## src/hdl/lcg_pkg.sv

```systemverilog
package lcg_pkg;

  localparam int unsigned DATA_W = 32;
  localparam int unsigned NOISE_W = 24;
  localparam int unsigned OUT_FRAC_BITS_DEF = 23;

  localparam int unsigned CFG_ADDR_W = 5;
  localparam int unsigned IN_TDATA_W = 96;
  localparam int unsigned OUT_TDATA_W = 56;

  // register indexes (byte address = 4 * index)
  localparam logic [2:0] REG_MULT      = 3'd0;
  localparam logic [2:0] REG_INCR      = 3'd1;
  localparam logic [2:0] REG_MOD       = 3'd2;
  localparam logic [2:0] REG_ENABLE    = 3'd3;
  localparam logic [2:0] REG_MULT_SEL  = 3'd4;
  localparam logic [2:0] REG_INCR_SEL  = 3'd5;
  localparam logic [2:0] REG_MOD_SEL   = 3'd6;

  localparam logic [DATA_W-1:0] MULT_RST = 32'd150359821;
  localparam logic [DATA_W-1:0] INCR_RST = 32'd1;
  localparam logic [DATA_W-1:0] MOD_RST  = 32'h7FFF_FFFF;
  localparam logic [DATA_W-1:0] SEED_RST = 32'hDEAD_BEEF;

endpackage

```

## src/hdl/lcg_noise_generator.sv

```systemverilog
// From input transfer to out_tvalid: operands registered, bit-serial shift-add multiplier
// (32 steps), one restoring divider (modulo, then fraction bits), output register load;
// while disabled, multiplier and divider are skipped. A held output stalls the last step.
// No new input is taken until the item in work has been loaded into the output register.
// Reset (rst_n, synchronous): registers to defaults, generator value 0xDEADBEEF,
// output channel empty.
module lcg_noise_generator #(
  parameter int unsigned OUT_FRAC_BITS = lcg_pkg::OUT_FRAC_BITS_DEF
) (
  input  logic                           clk,
  input  logic                           rst_n,
  input  logic                           in_tvalid,
  output logic                           in_tready,
  // [31:0] mult_sample, [63:32] incr_sample, [95:64] mod_sample
  input  logic [lcg_pkg::IN_TDATA_W-1:0] in_tdata,
  output logic                           out_tvalid,
  input  logic                           out_tready,
  // [23:0] noise_out (signed), [55:24] raw_value
  output logic [lcg_pkg::OUT_TDATA_W-1:0] out_tdata,
  input  logic                           cfg_psel,
  input  logic                           cfg_penable,
  input  logic                           cfg_pwrite,
  input  logic [lcg_pkg::CFG_ADDR_W-1:0] cfg_paddr,
  input  logic [31:0]                    cfg_pwdata,
  output logic [31:0]                    cfg_prdata,
  output logic                           cfg_pready
);
  import lcg_pkg::*;

  localparam int unsigned DIV_STEPS = DATA_W + OUT_FRAC_BITS + 1;
  localparam int unsigned CNT_W = $clog2(DIV_STEPS);
  localparam int unsigned Q_W = OUT_FRAC_BITS + 1;

  localparam logic [1:0] ST_IDLE = 2'd0;
  localparam logic [1:0] ST_MUL  = 2'd1;
  localparam logic [1:0] ST_DIV  = 2'd2;
  localparam logic [1:0] ST_FIN  = 2'd3;

  // configuration registers
  logic [DATA_W-1:0] mult_r, incr_r, mod_r;
  logic              enable_r, mult_sel_r, incr_sel_r, mod_sel_r;

  logic [1:0]        state_r, state_nxt;
  logic [CNT_W-1:0]  cnt_r, cnt_nxt;
  logic [DATA_W-1:0] cv_r, cv_nxt;
  logic [DATA_W-1:0] mcand_r, mcand_nxt;
  logic [DATA_W-1:0] mplier_r, mplier_nxt;
  logic [DATA_W-1:0] acc_r, acc_nxt;
  logic [DATA_W-1:0] div_m_r, div_m_nxt;
  logic [DATA_W-1:0] dvd_r, dvd_nxt;
  logic [DATA_W-1:0] rem_r, rem_nxt;
  logic [Q_W-1:0]    q_r, q_nxt;
  logic              dis_r, dis_nxt;
  logic              out_valid_r, out_valid_nxt;
  logic [NOISE_W-1:0] out_noise_r, out_noise_nxt;
  logic [DATA_W-1:0] out_raw_r, out_raw_nxt;

  logic [DATA_W-1:0] in_mult, in_incr, in_mod, m_sel;
  logic [DATA_W:0]   rem_sh, rem_diff;
  logic              rem_ge;
  logic [DATA_W:0]   noise_wide;
  logic              cfg_wr;
  logic [2:0]        cfg_idx;
  logic              in_xfer;

  assign in_mult = in_tdata[DATA_W-1:0];
  assign in_incr = in_tdata[2*DATA_W-1:DATA_W];
  assign in_mod  = in_tdata[3*DATA_W-1:2*DATA_W];

  assign in_tready  = (state_r == ST_IDLE);
  assign in_xfer    = in_tvalid && in_tready;
  assign out_tvalid = out_valid_r;
  assign out_tdata  = {out_raw_r, out_noise_r};

  // configuration port
  assign cfg_pready = 1'b1;
  assign cfg_idx    = cfg_paddr[4:2];
  assign cfg_wr     = cfg_psel && cfg_penable && cfg_pwrite;

  always_comb begin
    unique case (cfg_idx)
      REG_MULT:     cfg_prdata = mult_r;
      REG_INCR:     cfg_prdata = incr_r;
      REG_MOD:      cfg_prdata = mod_r;
      REG_ENABLE:   cfg_prdata = {31'd0, enable_r};
      REG_MULT_SEL: cfg_prdata = {31'd0, mult_sel_r};
      REG_INCR_SEL: cfg_prdata = {31'd0, incr_sel_r};
      REG_MOD_SEL:  cfg_prdata = {31'd0, mod_sel_r};
      default:      cfg_prdata = 32'd0;
    endcase
  end

  always_ff @(posedge clk) begin
    if (!rst_n) begin
      mult_r     <= MULT_RST;
      incr_r     <= INCR_RST;
      mod_r      <= MOD_RST;
      enable_r   <= 1'b1;
      mult_sel_r <= 1'b0;
      incr_sel_r <= 1'b0;
      mod_sel_r  <= 1'b0;
    end else if (cfg_wr) begin
      unique case (cfg_idx)
        REG_MULT:     mult_r <= cfg_pwdata;
        REG_INCR:     incr_r <= cfg_pwdata;
        // store a zero modulus as one
        REG_MOD:      mod_r <= (cfg_pwdata == 32'd0) ? 32'd1 : cfg_pwdata;
        REG_ENABLE:   enable_r <= cfg_pwdata[0];
        REG_MULT_SEL: mult_sel_r <= cfg_pwdata[0];
        REG_INCR_SEL: incr_sel_r <= cfg_pwdata[0];
        REG_MOD_SEL:  mod_sel_r <= cfg_pwdata[0];
        default: ;
      endcase
    end
  end

  always_comb begin
    if (mod_sel_r) begin
      m_sel = (in_mod == 32'd0) ? 32'd1 : in_mod;
    end else begin
      m_sel = mod_r;
    end
  end

  // one restoring division step; the modulo pass shifts in dividend bits,
  // the fraction pass shifts in zeros
  assign rem_sh   = {rem_r, dvd_r[DATA_W-1]};
  assign rem_diff = rem_sh - {1'b0, div_m_r};
  assign rem_ge   = !rem_diff[DATA_W];

  assign noise_wide = (DATA_W+1)'(q_r) - ((DATA_W+1)'(1) << OUT_FRAC_BITS);

  always_comb begin
    state_nxt     = state_r;
    cnt_nxt       = cnt_r;
    cv_nxt        = cv_r;
    mcand_nxt     = mcand_r;
    mplier_nxt    = mplier_r;
    acc_nxt       = acc_r;
    div_m_nxt     = div_m_r;
    dvd_nxt       = dvd_r;
    rem_nxt       = rem_r;
    q_nxt         = q_r;
    dis_nxt       = dis_r;
    out_valid_nxt = out_valid_r;
    out_noise_nxt = out_noise_r;
    out_raw_nxt   = out_raw_r;

    if (out_valid_r && out_tready) begin
      out_valid_nxt = 1'b0;
    end

    unique case (state_r)
      ST_IDLE: begin
        if (in_xfer) begin
          cnt_nxt    = '0;
          mcand_nxt  = cv_r;
          mplier_nxt = mult_sel_r ? in_mult : mult_r;
          acc_nxt    = incr_sel_r ? in_incr : incr_r;
          div_m_nxt  = m_sel;
          dis_nxt    = !enable_r;
          state_nxt  = enable_r ? ST_MUL : ST_FIN;
        end
      end
      ST_MUL: begin
        // low 32 bits of value * a + c, one multiplier bit per cycle
        acc_nxt    = acc_r + (mplier_r[0] ? mcand_r : '0);
        mcand_nxt  = {mcand_r[DATA_W-2:0], 1'b0};
        mplier_nxt = {1'b0, mplier_r[DATA_W-1:1]};
        cnt_nxt    = cnt_r + 1'b1;
        if (cnt_r == CNT_W'(DATA_W - 1)) begin
          dvd_nxt   = acc_nxt;
          rem_nxt   = '0;
          cnt_nxt   = '0;
          state_nxt = ST_DIV;
        end
      end
      ST_DIV: begin
        rem_nxt = rem_ge ? rem_diff[DATA_W-1:0] : rem_sh[DATA_W-1:0];
        dvd_nxt = {dvd_r[DATA_W-2:0], 1'b0};
        q_nxt   = {q_r[Q_W-2:0], rem_ge};
        cnt_nxt = cnt_r + 1'b1;
        // remainder after the modulo pass is the new generator value
        if (cnt_r == CNT_W'(DATA_W - 1)) begin
          cv_nxt = rem_nxt;
        end
        if (cnt_r == CNT_W'(DIV_STEPS - 1)) begin
          state_nxt = ST_FIN;
        end
      end
      ST_FIN: begin
        // wait for the output register to drain
        if (!out_valid_r || out_tready) begin
          out_valid_nxt = 1'b1;
          out_noise_nxt = dis_r ? '0 : noise_wide[NOISE_W-1:0];
          out_raw_nxt   = cv_r;
          state_nxt     = ST_IDLE;
        end
      end
      default: state_nxt = ST_IDLE;
    endcase
  end

  always_ff @(posedge clk) begin
    if (!rst_n) begin
      state_r     <= ST_IDLE;
      cnt_r       <= '0;
      cv_r        <= SEED_RST;
      out_valid_r <= 1'b0;
      dis_r       <= 1'b0;
    end else begin
      state_r     <= state_nxt;
      cnt_r       <= cnt_nxt;
      cv_r        <= cv_nxt;
      out_valid_r <= out_valid_nxt;
      dis_r       <= dis_nxt;
    end
  end

  always_ff @(posedge clk) begin
    mcand_r     <= mcand_nxt;
    mplier_r    <= mplier_nxt;
    acc_r       <= acc_nxt;
    div_m_r     <= div_m_nxt;
    dvd_r       <= dvd_nxt;
    rem_r       <= rem_nxt;
    q_r         <= q_nxt;
    out_noise_r <= out_noise_nxt;
    out_raw_r   <= out_raw_nxt;
  end

endmodule
```

## config.mk

```make
export PLATFORM = sky130hd
export DESIGN_NAME = lcg_noise_generator
export DESIGN_NICKNAME = d
export VERILOG_FILES = /design/src/hdl/lcg_pkg.sv /design/src/hdl/lcg_noise_generator.sv
export SDC_FILE = /design/constraint.sdc
export NUM_CORES = 1
export LEC_CHECK = 0
export BUFFER_PORTS_ARGS = -buffer_cell sky130_fd_sc_hd__buf_2
export CAP_MARGIN = 20
export CORE_MARGIN = 10
export CORE_UTILIZATION = 40
export DETAILED_ROUTE_END_ITERATION = 8
export MAX_ROUTING_LAYER = met4
export PLACE_DENSITY = 0.66
export SYNTH_ARGS = -nofsm -noshare
export SYNTH_HDL_FRONTEND = slang
export SYNTH_SLANG_ARGS = --single-unit
```

## constraint.sdc

```tcl
create_clock -name clk -period 8.65 [get_ports clk]
set_clock_uncertainty 0.15 [all_clocks]
set_input_delay 0.865 -clock clk [delete_from_list [all_inputs] [get_ports clk]]
set_output_delay 0.865 -clock clk [all_outputs]
set_load 0.05 [all_outputs]
```

==> summary.txt, run 1 <==
Run status
  • Outcome: finished, final reports clean

STA
  • Fin crit share: 0.4934
  • Final setup violation count: 0
  • Setup repair after global routing missed its margin: false
  • Final min period: ~4.3 ns
  • Slew of the pin with the lowest slew margin: 1.109 ns
  • Top achievable clock speed: between 0.2 and 0.25 GHz
  • Total negative slack: 0 ns
  • Final hold violations: 0
  • Count of final max-slew check failures: 0
  • Relative slew slack: 0.2606
  • Min Hold Slack: approximately 0.29 ns

Clock network
  • Skew-Pair Late Insertion Delay: ~0.6 ns
  • Clock Tree Root: sky130_fd_sc_hd__clkbuf_16
  • Count of hold-fix buffers inserted at cts: 0
  • CTS buffer count: 47
  • Post-CTS sizing: 0
  • Total setup buffers inserted after CTS: 0
  • Number of H-tree levels: 2
  • TritonCTS clock tree: done
  • Clock-pin slew on the worst setup and hold paths: 0.06 ns
  • Clock tree buffer depth: 3
  • CTS sink count: 414

Global route
  • Met3 capacity usage during global routing: 0.04187
  • First-pass GRT wire length: 100300 µm
  • Antenna violations before repair: 3
  • Via count of the first global-routing pass: ~17000
  • Remaining Overflow, GRT: 0
  • Global-route usage over all layers: 0.2116
  • Met2 routing resource usage after global routing: 0.3137
  • Maximum number of pins on one net before global-route repair: 87
  • Most utilized layer in the global route result: met2
  • Met1 capacity usage during global routing: 0.2743

Placement
  • Number of cells after detailed placement: about 2900
  • HPWL Detailed: approximately 50000 µm
  • Placed standard-cell area: 22810 µm²
  • Final weighted congestion of routability-driven global placement: between 0.9 and 1
  • Count of buffers inserted at the top-level ports: roughly 230

Detailed routing
  • First-iteration detailed-routing DRC count: around 1800
  • Number of vias per cell after detailed routing: around 5.6
  • ANT nets after route: 0
  • Vias post-DR: 16709
  • WL per Instance: approximately 22 µm
  • Number of DRC violations after detailed routing: 0
  • Final routed wirelength across all metal layers: between 60000 and 70000 µm
  • TritonRoute pass-1 iters: 6

Flow run
  • Max-Cap Viols: 0

Logic synthesis
  • Yosys Warn Count: 0
  • Synthesized area per cell: between 10 and 15 µm²
  • Cell variety after synth: 71
  • Share of synthesized area occupied by flip-flops and latches: 0.5233
  • Post-Syn Area: between 20000 and 25000 µm²
  • FFs w/ async S/R, synth: 0
  • Gate count of the mapped netlist: ~2100
  • EDFF count, synth: 272
  • Flops & latches, synth: a little over 400
  • Net count after synthesis: roughly 2300
  • Proportion of netlist area held by the largest area contributor: 0.3882
  • Primary flip-flop cell chosen by synthesis mapping: sky130_fd_sc_hd__edfxtp_1
  • Library cell with the largest summed area after synthesis: sky130_fd_sc_hd__edfxtp_1
  • Largest cells by area after synthesis: sky130_fd_sc_hd__edfxtp_1, sky130_fd_sc_hd__dfxtp_1, sky130_fd_sc_hd__nand2_1

Layout
  • Proportion of layout cells with a drive suffix above 1: 0.1815
  • Layout-stage area growth over the synthesis result: 16.10%
  • # fillers: between 4000 and 5000
  • Area of the multi-input gates: around 9400 µm²
  • Register Area: ~11000 µm²
  • Area of all placed cells without fillers: 24430 µm²
  • Most common library cell in the layout ignoring fill and taps: sky130_fd_sc_hd__nand2_1
  • Layout Nets: about 2500
  • Commonest cells after routing, fill and taps aside: sky130_fd_sc_hd__nand2_1, sky130_fd_sc_hd__edfxtp_1, sky130_fd_sc_hd__buf_2
  • Fin cells: 3000

Floorplanning
  • Initial Utilization: 0.4068
  • Die ar.: just over 60000 µm²
  • Placeable core region: roughly 52000 µm²
  • IO Pins: approximately 230
  • Num rows: a little over 80
  • Die Wd: 249.3 µm
  • DIE HEIGHT: 249.3 µm

Power
  • Ratio of total power to cell area: 319.8 nW/µm²
  • Largest voltage drop on the vdd net: 164.7 µV
  • Leakage dissipation: between 9 and 10 nW

Setup path
  • Slowest stage delay, CP: between 0.9 and 1 ns
  • Cell at the slowest stage of the critical path: sky130_fd_sc_hd__buf_4
  • Nature of the critical path endpoint: flip-flop
  • Largest fanout on the critical path: 86
  • Ordered cell list for the critical path: inv_1 > ha_4 > clkinv_1 > o21bai_4 > buf_4
  • Worst setup SP type: flip-flop
  • Required time worst endpoint: around 8.7 ns
  • Signal arrival time at the worst endpoint: ~4.3 ns
  • Critical path class: flip-flop to flip-flop

Min path
  • Worst Hold Class: flip-flop to flip-flop
## per-layer routing
metal  up-vias  share of wire  routed length [µm]
met5         -              0                   0
met1      7970           0.43               28500
li1       7872              -                   -
met3       118          0.081                5384
met4         0          0.046                3044
met2       749           0.44               29320
## cells in the mapped netlist (58+ instances only)
cell type / count
sky130_fd_sc_hd__a21oi_1: 190
sky130_fd_sc_hd__mux2_2: 70
sky130_fd_sc_hd__mux2i_1: 110
sky130_fd_sc_hd__o21ai_0: 104
sky130_fd_sc_hd__ha_1: 69
sky130_fd_sc_hd__nand3_1: 64
sky130_fd_sc_hd__nor2_1: 152
sky130_fd_sc_hd__inv_1: 58
sky130_fd_sc_hd__nand2_1: 343
sky130_fd_sc_hd__clkbuf_1: 90
sky130_fd_sc_hd__edfxtp_1: 272
sky130_fd_sc_hd__dfxtp_1: 142
## stage by stage
step	power, W	util	worst slack (ns)
floorplan	0.005047	-	1.419
global placement	0.005670	0.4405	4.470
detailed placement	0.005732	0.4410	4.340
CTS	0.007835	0.4723	4.329
global route	0.008273	0.4723	3.942
finish	0.007811	0.4723	4.382
## final cells by class
| class | count | area share |
|---|---|---|
| sequential | 414 | 0.4509 |
| clock buffer | 65 | 0.05686 |
| clock inverter | 21 | 0.009322 |
| timing repair buffer | 253 | 0.05532 |
| antenna | 1 | 0.0001024 |
| multi-input combinational | 1506 | 0.3835 |
| inverter | 60 | 0.009220 |
| tap | 680 | 0.03483 |
## final timing paths
| path | cells after the start | startpoint | endpoint | slack, ns |
|---|---|---|---|---|
| max reg2reg | 5 | state_r[1] | mplier_r[20] | 4.38 |
| max | 5 | state_r[1] | mplier_r[20] | 4.38 |
| min | 0 | q_r[2] | q_r[3] | 0.29 |
| min reg2reg | 0 | q_r[2] | q_r[3] | 0.29 |
## cells by family after synthesis
group                      share of synthesized area
DFF                                           0.5233
muxes                                        0.09123
other                                      0.0001782
xor gates and xnor gates                     0.02206
and+or+nand+nor                               0.1603
AOI/OAI and AO/OA                             0.1255
adders and majority gates                    0.04294
buffers and inverters                        0.03443
## flip-flops by register name, indices dropped and copies added, names as in the netlist
| signal | cells |
|---|---|
| mcand_r | 32 |
| incr_r | 32 |
| cv_r | 32 |
| mult_sel_r | 1 |
| out_noise_r | 24 |
| acc_r | 32 |
| out_tvalid | 1 |
| div_m_r | 32 |
| cnt_r | 6 |
| mult_r | 32 |
| rem_r | 32 |
| incr_sel_r | 1 |
| mod_sel_r | 1 |
| mplier_r | 32 |
| dvd_r | 32 |
| out_raw_r | 32 |
| enable_r | 1 |
| mod_r | 32 |
| state_r | 2 |
| q_r | 24 |
| dis_r | 1 |
## worst max-delay path: cells and delay by family, from the launching register on
kind                     cells  cell delay (ns)
flip-flops                   1             0.34
AO/OA/AOI/OAI                1             0.79
adder cells (fa/ha/maj)      1             0.77
buffers and inverters        3             1.69
## where the power goes
part | total (W) | internal, W | switching [W]
logic | 0.00284 | 0.000987 | 0.00185
registers | 0.00289 | 0.00274 | 0.000150
clock network | 0.00209 | 0.00124 | 0.000843
No activity file was read; power rests on OpenSTA's default activity.
==> run 2, diff against run 1 <==
--- a/config.mk
+++ b/config.mk
@@ -5,13 +5,14 @@
 export SDC_FILE = /design/constraint.sdc
 export NUM_CORES = 1
 export LEC_CHECK = 0
+export ABC_AREA = 1
 export BUFFER_PORTS_ARGS = -buffer_cell sky130_fd_sc_hd__buf_2
 export CAP_MARGIN = 20
 export CORE_MARGIN = 10
 export CORE_UTILIZATION = 40
 export DETAILED_ROUTE_END_ITERATION = 8
 export MAX_ROUTING_LAYER = met4
-export PLACE_DENSITY = 0.66
+export PLACE_DENSITY = 0.68
 export SYNTH_ARGS = -nofsm -noshare
 export SYNTH_HDL_FRONTEND = slang
 export SYNTH_SLANG_ARGS = --single-unit
==> constraint.sdc (replaced) <==
create_clock -name clk -period 3.7 [get_ports clk]
set_clock_uncertainty 0.15 [all_clocks]
set_input_delay 0.37 -clock clk [delete_from_list [all_inputs] [get_ports clk]]
set_output_delay 0.37 -clock clk [all_outputs]
set_load 0.05 [all_outputs]
==> run 2 against run 1 <==
Setup slack worse by 4.2 ns; critical endpoint is now cfg_prdata[28]; via count up 16%; register-to-register slack got worse by 3.9 ns; flip-flop and latch count unchanged; non-clock buffer count increased by 84; routed wire length grew 13%; core utilization is 0.92 points higher; sequential share of layout area shrank 3.4 points; global-route usage grew 2.0 points; critical path depth is 1 higher; final cell count rose by 24%; clock-buffer cell count decreased by 6; critical path type is now primary input to output pin.
==> summary.txt, run 2 <==
Logic synthesis
  • Share of synthesized area occupied by flip-flops and latches: 0.4979 (-0.02544)
  • Most frequent cell after synthesis: sky130_fd_sc_hd__nand2_1
  • Proportion of netlist area held by the largest area contributor: 0.3694 (-0.01887)
  • EDFF count, synth: 272 (unchanged)
  • Largest cells by area after synthesis: sky130_fd_sc_hd__edfxtp_1, sky130_fd_sc_hd__dfxtp_1, sky130_fd_sc_hd__nand2_1
  • Synthesized area per cell: 8.230 µm² (-18%)
  • Cell variety after synth: 50 (-30%)
  • Flops & latches, synth: 414 (unchanged)
  • Yosys Warn Count: 0 (unchanged)
  • Net count after synthesis: 2898 (+26%)
  • Post-Syn Area: 22110 µm² (+5.1%)
  • Primary flip-flop cell chosen by synthesis mapping: sky130_fd_sc_hd__edfxtp_1
  • FFs w/ async S/R, synth: 0 (unchanged)
  • Library cell with the largest summed area after synthesis: sky130_fd_sc_hd__edfxtp_1
  • Synth top cells by count: sky130_fd_sc_hd__nand2_1, sky130_fd_sc_hd__inv_1, sky130_fd_sc_hd__edfxtp_1
  • Gate count of the mapped netlist: 2687 (+28%)

Detailed routing
  • Number of vias per cell after detailed routing: 5.240 (-5.9%)
  • Final routed wirelength across all metal layers: 74870 µm (+13%)
  • First-iteration detailed-routing DRC count: 1830 (+2.5%)
  • Number of DRC violations after detailed routing: 0 (unchanged)
  • WL per Instance: 20.19 µm (-8.6%)
  • ANT nets after route: 0 (unchanged)
  • Vias post-DR: 19429 (+16%)
  • TritonRoute pass-1 iters: 7 (+1)

Layout
  • Layout-stage area growth over the synthesis result: 19.49%
  • # fillers: 5281 (+9.5%)
  • Commonest cells after routing, fill and taps aside: sky130_fd_sc_hd__nand2_1, sky130_fd_sc_hd__inv_1, sky130_fd_sc_hd__edfxtp_1
  • Register Area: 11010 µm² (unchanged)
  • Fin cells: 3708 (+24%)
  • Proportion of layout cells with a drive suffix above 1: 0.1376 (-0.04397)
  • Area of all placed cells without fillers: 26420 µm² (+8.2%)
  • Layout Nets: 3175 (+27%)
  • Most common library cell in the layout ignoring fill and taps: sky130_fd_sc_hd__nand2_1
  • Area of the multi-input gates: 9333 µm² (-0.37%)

Setup path
  • Critical path class: primary input to output pin
  • Signal arrival time at the worst endpoint: 2.97 ns (-1.36 ns)
  • Largest fanout on the critical path: 26 (-70%)
  • Worst setup SP type: primary input
  • Launching point of the worst reg2reg path: mplier_r[0]
  • Cell depth of the worst flop-to-flop path: 13 (+8)
  • Required time worst endpoint: 3.18 ns (-5.53 ns)
  • Crit path from: cfg_paddr[4]
  • Nature of the critical path endpoint: output pin

Placement
  • Final weighted congestion of routability-driven global placement: 0.9910 (+5.5%)
  • Number of cells after detailed placement: 3540 (+22%)
  • Placed standard-cell area: 24030 µm² (+5.3%)
  • Count of buffers inserted at the top-level ports: 227 (unchanged)
  • HPWL Detailed: 56740 µm (+16%)

STA
  • Fin crit share: 0.9424
  • Final setup violation count: 0 (unchanged)
  • Count of final max-slew check failures: 0 (unchanged)
  • Setup repair after global routing missed its margin: false
  • Total negative slack: 0 ns (unchanged)
  • Final hold violations: 0 (unchanged)
  • Relative slew slack: 0.3018 (+0.04123)
  • Top achievable clock speed: 0.2868 GHz
  • Slew of the pin with the lowest slew margin: 1.046 ns (-0.06327 ns)
  • Final min period: 3.487 ns

Clock network
  • Post-CTS sizing: 0 (unchanged)
  • Clock Tree Root: sky130_fd_sc_hd__clkbuf_16
  • Clock-pin slew on the worst setup and hold paths: 0.06 ns (about the same)
  • CTS buffer count: 46 (-2.1%)
  • TritonCTS clock tree: done
  • CTS sink count: 414 (unchanged)
  • Number of H-tree levels: 2 (unchanged)
  • Skew-Pair Late Insertion Delay: 0.60 ns (about the same)
  • Clock tree buffer depth: 3 (unchanged)

Global route
  • Remaining Overflow, GRT: 0 (unchanged)
  • Via count of the first global-routing pass: 18254 (+9.9%)
  • First-pass GRT wire length: 110500 µm (+10%)
  • Global-route usage over all layers: 0.2313 (+0.01974)
  • Antenna violations before repair: 2 (-1)
  • Maximum number of pins on one net before global-route repair: 97 (+11%)

Power
  • Ratio of total power to cell area: 771.5 nW/µm² (+140%)
  • Largest voltage drop on the vdd net: 413.4 µV (+150%)
  • Leakage dissipation: 11.86 nW (+26%)

Floorplanning
  • Die Wd: 255.1 µm (+2.3%)
  • DIE HEIGHT: 255.1 µm (+2.3%)
  • IO Pins: 231 (unchanged)
  • Placeable core region: 54880 µm² (+6.1%)
  • Initial Utilization: 0.4030 (-0.003844)
  • Die ar.: 65090 µm² (+4.7%)
  • Num rows: 86 (+3.6%)

Flow run
  • Max-Cap Viols: 0 (unchanged)

Min path
  • Worst Hold Class: primary input to flip-flop
  • Number of instances on the worst hold path: 3 (+3)
  • Hold wc startpoint: in_tdata[21]

Run status
  • Outcome: finished, final reports clean
run 2: logic make-up after synthesis:
group,share of synthesized area
simple gates,0.2213
fa+ha+maj,0.04085
flops,0.4979
xor+xnor,0.01188
other cells,0.0001696
compound gates,0.1297
mux,0.01494
buf+inv,0.08323
run 2: critical path, cell delays in order:
cell and delay (ns):
sky130_fd_sc_hd__dlygate4sd3_1 0.57, sky130_fd_sc_hd__buf_2 0.19, sky130_fd_sc_hd__nor3_1 0.35, sky130_fd_sc_hd__inv_1 0.52, sky130_fd_sc_hd__o211ai_1 0.59, sky130_fd_sc_hd__buf_2 0.36
run 2: layer usage:
metal | share of wire | vias to the layer above | routed length [µm] | track usage
met2 | 0.45 | 815 | 33520 | 0.3564
met4 | 0.040 | 0 | 2964 | 0.08671
li1 | - | 9463 | - | -
met1 | 0.43 | 9027 | 32420 | 0.3000
met5 | 0 | - | 0 | -
met3 | 0.080 | 124 | 5965 | 0.04173
run 2: what timing repair did:
| item | 4_1_cts | 5_1_grt |
|---|---|---|
| buffers inserted | 0 | 0 |
| hold buffers | 80 | 0 |
| endpoints found under the setup margin | 0 | 0 |
| endpoints found under the hold margin | 124 | 0 |
run 2: final timing paths:
kind                                       end  slack, ns
worst max-delay path            cfg_prdata[28]       0.21
worst min-delay path              mplier_r[21]       0.01
worst max register to register       acc_r[23]       0.45
worst min register to register   out_raw_r[29]       0.29
run 2: power by group:
| group | switching, W | total, W | leakage (nW) | internal [W] |
|---|---|---|---|---|
| Clock | 0.00201 | 0.00488 | 0.785 | 0.00287 |
| Sequential | 0.000572 | 0.00715 | 3.53 | 0.00658 |
| Combinational | 0.00576 | 0.00835 | 7.55 | 0.00259 |
run 2: final cells by class:
| class | instances | share of cell area |
|---|---|---|
| Multi-Input combinational cell | 1798 | 0.3532 |
| Tap cell | 704 | 0.03333 |
| Clock buffer | 59 | 0.04816 |
| Timing Repair Buffer | 337 | 0.08419 |
| Clock inverter | 27 | 0.01203 |
| Antenna cell | 2 | 0.0001894 |
| Sequential cell | 414 | 0.4168 |
| Inverter | 367 | 0.05213 |
run 2: stage by stage:
step	worst slack (ns)	hold slack, ns	util	power, W
after floorplan	0.1634	0.2582	-	0.01313
after detailed placement	0.4612	0.2697	0.4378	0.01543
after global placement	0.5317	0.2661	0.4378	0.01534
final	0.2130	0.01335	0.4815	0.02039
after CTS	0.2844	0.00001393	0.4814	0.02040
after global routing	0.1174	0.01502	0.4815	0.02166
==> run 3, diff against run 2 <==
==> constraint.sdc (replaced) <==
create_clock -name clk -period 3.7 [get_ports clk]
set_clock_uncertainty 0.15 [all_clocks]
set_input_delay 0.925 -clock clk [delete_from_list [all_inputs] [get_ports clk]]
set_output_delay 0.925 -clock clk [all_outputs]
set_load 0.05 [all_outputs]
==> run 3 against run 2 <==
Cell area down 3.1%; critical path depth up 1; maximum frequency decreased by 2.9%; register-to-register slack better by 0.16 ns; final cell count down 1.9%; first-iteration DRC count is essentially flat.
==> summary.txt, run 3 (synthesized netlist as in run 2, its figures left out) <==
STA
  • Setup repair after global routing missed its margin: false
  • Relative slew slack: 0.3079 (+0.006112)
  • Count of final max-slew check failures: 0 (unchanged)
  • Slew of the pin with the lowest slew margin: 1.037 ns (-0.009155 ns)
  • Final setup violation count: 0 (unchanged)
  • Total negative slack: 0 ns (unchanged)
  • Final hold violations: 0 (unchanged)
  • Final min period: 3.592 ns (+0.1050 ns)
  • Top achievable clock speed: 0.2784 GHz (-2.9%)
  • Fin crit share: 0.9708 (+0.02837)

Setup path
  • R2R Setup Slk: 0.61 ns (+0.16 ns)
  • Slowest stage delay, CP: 0.34 ns (-0.25 ns)
  • Worst setup SP type: primary input
  • Largest fanout on the critical path: 9 (-65%)
  • Critical path class: primary input to output pin
  • Cell at the slowest stage of the critical path: sky130_fd_sc_hd__buf_2
  • Required time worst endpoint: 2.62 ns (-0.56 ns)
  • Category of cells accounting for the largest share of critical-path delay: buffers and inverters
  • Nature of the critical path endpoint: output pin
  • Critical path buffers and inverters: 5 (+1)
  • Ordered cell list for the critical path: buf_2 > inv_1 > nor3_1 > inv_1 > buf_4 > o211ai_1 > buf_2
  • Signal arrival time at the worst endpoint: 2.52 ns (-0.45 ns)

Clock network
  • TritonCTS clock tree: done
  • Clock tree buffer depth: 3 (unchanged)
  • Skew-Pair Late Insertion Delay: 0.60 ns (about the same)
  • Count of hold-fix buffers inserted at cts: 0 (-100%)
  • Clock-pin slew on the worst setup and hold paths: 0.06 ns (about the same)
  • CTS buffer count: 45 (-2.2%)
  • Post-CTS sizing: 0 (unchanged)
  • CTS sink count: 414 (unchanged)
  • Total setup buffers inserted after CTS: 0 (unchanged)
  • Number of H-tree levels: 2 (unchanged)
  • Clock Tree Root: sky130_fd_sc_hd__clkbuf_16

Global route
  • Remaining Overflow, GRT: 0 (unchanged)
  • Maximum number of pins on one net before global-route repair: 97 (unchanged)
  • Via count of the first global-routing pass: 18081 (-0.95%)
  • Global-route usage over all layers: 0.2296 (-0.001750)
  • Antenna violations before repair: 5 (+3)
  • First-pass GRT wire length: 108900 µm (-1.5%)

Power
  • Switching share of power: 0.4111 (+0.002244)
  • Total Power Consumption: 0.02014 W (-1.2%)
  • Leakage dissipation: 11.52 nW (-2.9%)
  • Clock network power share: 0.230 (-0.009)
  • Largest voltage drop on the vdd net: 412.8 µV (-0.15%)
  • Proportion of power drawn by combinational gates: 0.416 (+0.006)
  • Flop pwr share: 0.354 (+0.003)
  • Internal power of the cells: 0.01186 W (-1.6%)
  • Ratio of total power to cell area: 786.6 nW/µm² (+2.0%)
  • NetSw: 0.008281 W (-0.65%)

Layout
  • Most common library cell in the layout ignoring fill and taps: sky130_fd_sc_hd__nand2_1
  • Commonest cells after routing, fill and taps aside: sky130_fd_sc_hd__nand2_1, sky130_fd_sc_hd__inv_1, sky130_fd_sc_hd__edfxtp_1
  • Fin cells: 3636 (-1.9%)
  • Layout-stage area growth over the synthesis result: 15.79%
  • Layout Nets: 3100 (-2.4%)
  • Proportion of layout cells with a drive suffix above 1: 0.1426 (+0.004989)

Detailed routing
  • Highest signal layer in the routed design: met4
  • First-iteration detailed-routing DRC count: 1831 (+0.055%)
  • TritonRoute pass-1 iters: 5 (-2)
  • Met2 WL: 32370 µm (-3.4%)
  • Vias post-DR: 18883 (-2.8%)
  • WL per Instance: 20.25 µm (+0.31%)
  • Met1 Wirelength: 31810 µm (-1.9%)
  • Routed length on met3: 6257 µm (+4.9%)
  • ANT nets after route: 0 (unchanged)
  • Number of DRC violations after detailed routing: 0 (unchanged)
  • Final routed wirelength across all metal layers: 73640 µm (-1.6%)
  • Number of vias per cell after detailed routing: 5.193 (-0.89%)

Floorplanning
  • Initial Utilization: 0.4030 (unchanged)
  • IO Pins: 231 (unchanged)
  • Placeable core region: 54880 µm² (unchanged)
  • DIE HEIGHT: 255.1 µm (unchanged)
  • Die Wd: 255.1 µm (unchanged)
  • Die ar.: 65090 µm² (unchanged)
  • Num rows: 86 (unchanged)

Placement
  • HPWL Detailed: 56840 µm (+0.18%)
  • Number of cells after detailed placement: 3546 (+0.17%)
  • Final weighted congestion of routability-driven global placement: 0.9948 (+0.38%)
  • Count of buffers inserted at the top-level ports: 227 (unchanged)

Min path
  • Worst Hold Class: flip-flop to flip-flop

Flow run
  • Max-Cap Viols: 0 (unchanged)

Run status
  • Outcome: finished, final reports clean
==> run 3: worst register-to-register path, delay by kind of cell (launching register included) <==
kind,cells,cell delay (ns)
AND/OR/NAND/NOR,13,1.29
buffers and inverters,3,0.42
adder cells (fa/ha/maj),2,0.62
flip-flops,1,0.33
==> run 3: final timing paths <==
kind | startpoint | endpoint | depth (start not counted)
min | cv_r[14] | out_raw_r[14] | 0
min reg2reg | cv_r[14] | out_raw_r[14] | 0
max | cfg_paddr[3] | cfg_prdata[28] | 7
max reg2reg | dvd_r[31] | rem_r[5] | 18
==> run 3: per-stage QoR <==
stage                     hold slack (ns)  worst slack [ns]  cell area, µm²    util
after global routing               0.3001           0.01109           25600  0.4665
after detailed placement           0.2723            0.1631           24050  0.4382
after global placement             0.2663            0.1913           24050  0.4382
after floorplan                    0.2582           0.09622           22140       -
final                              0.2915            0.1080           25610  0.4666
after CTS                          0.2815            0.1465           25590  0.4663
==> run 3: power groups by stage <==
stage | registers [W] | clock network [W] | logic, W
after global placement | 0.00720 | 0 | 0.00822
after global routing | 0.00722 | 0.00488 | 0.00940
after floorplan | 0.00711 | 0 | 0.00602
after detailed placement | 0.00721 | 0 | 0.00828
final | 0.00713 | 0.00464 | 0.00837
after CTS | 0.00713 | 0.00469 | 0.00834
==> run 3: area by class of cell <==
class | count | area (µm²)
Inverter | 367 | 1378
Multi-Input combinational cell | 1798 | 9333
Timing Repair Buffer | 263 | 1444
Clock buffer | 65 | 1355
Clock inverter | 18 | 185.2
Fill cell | 5420 | 29270
Antenna cell | 7 | 17.52
Sequential cell | 414 | 11010
Tap cell | 704 | 880.8
==> run 3: per-layer routing <==
metal	track usage	vias up
li1	-	9314
met1	0.2966	8667
met2	0.3502	788
met3	0.04081	114
met4	0.09793	0
met5	-	-
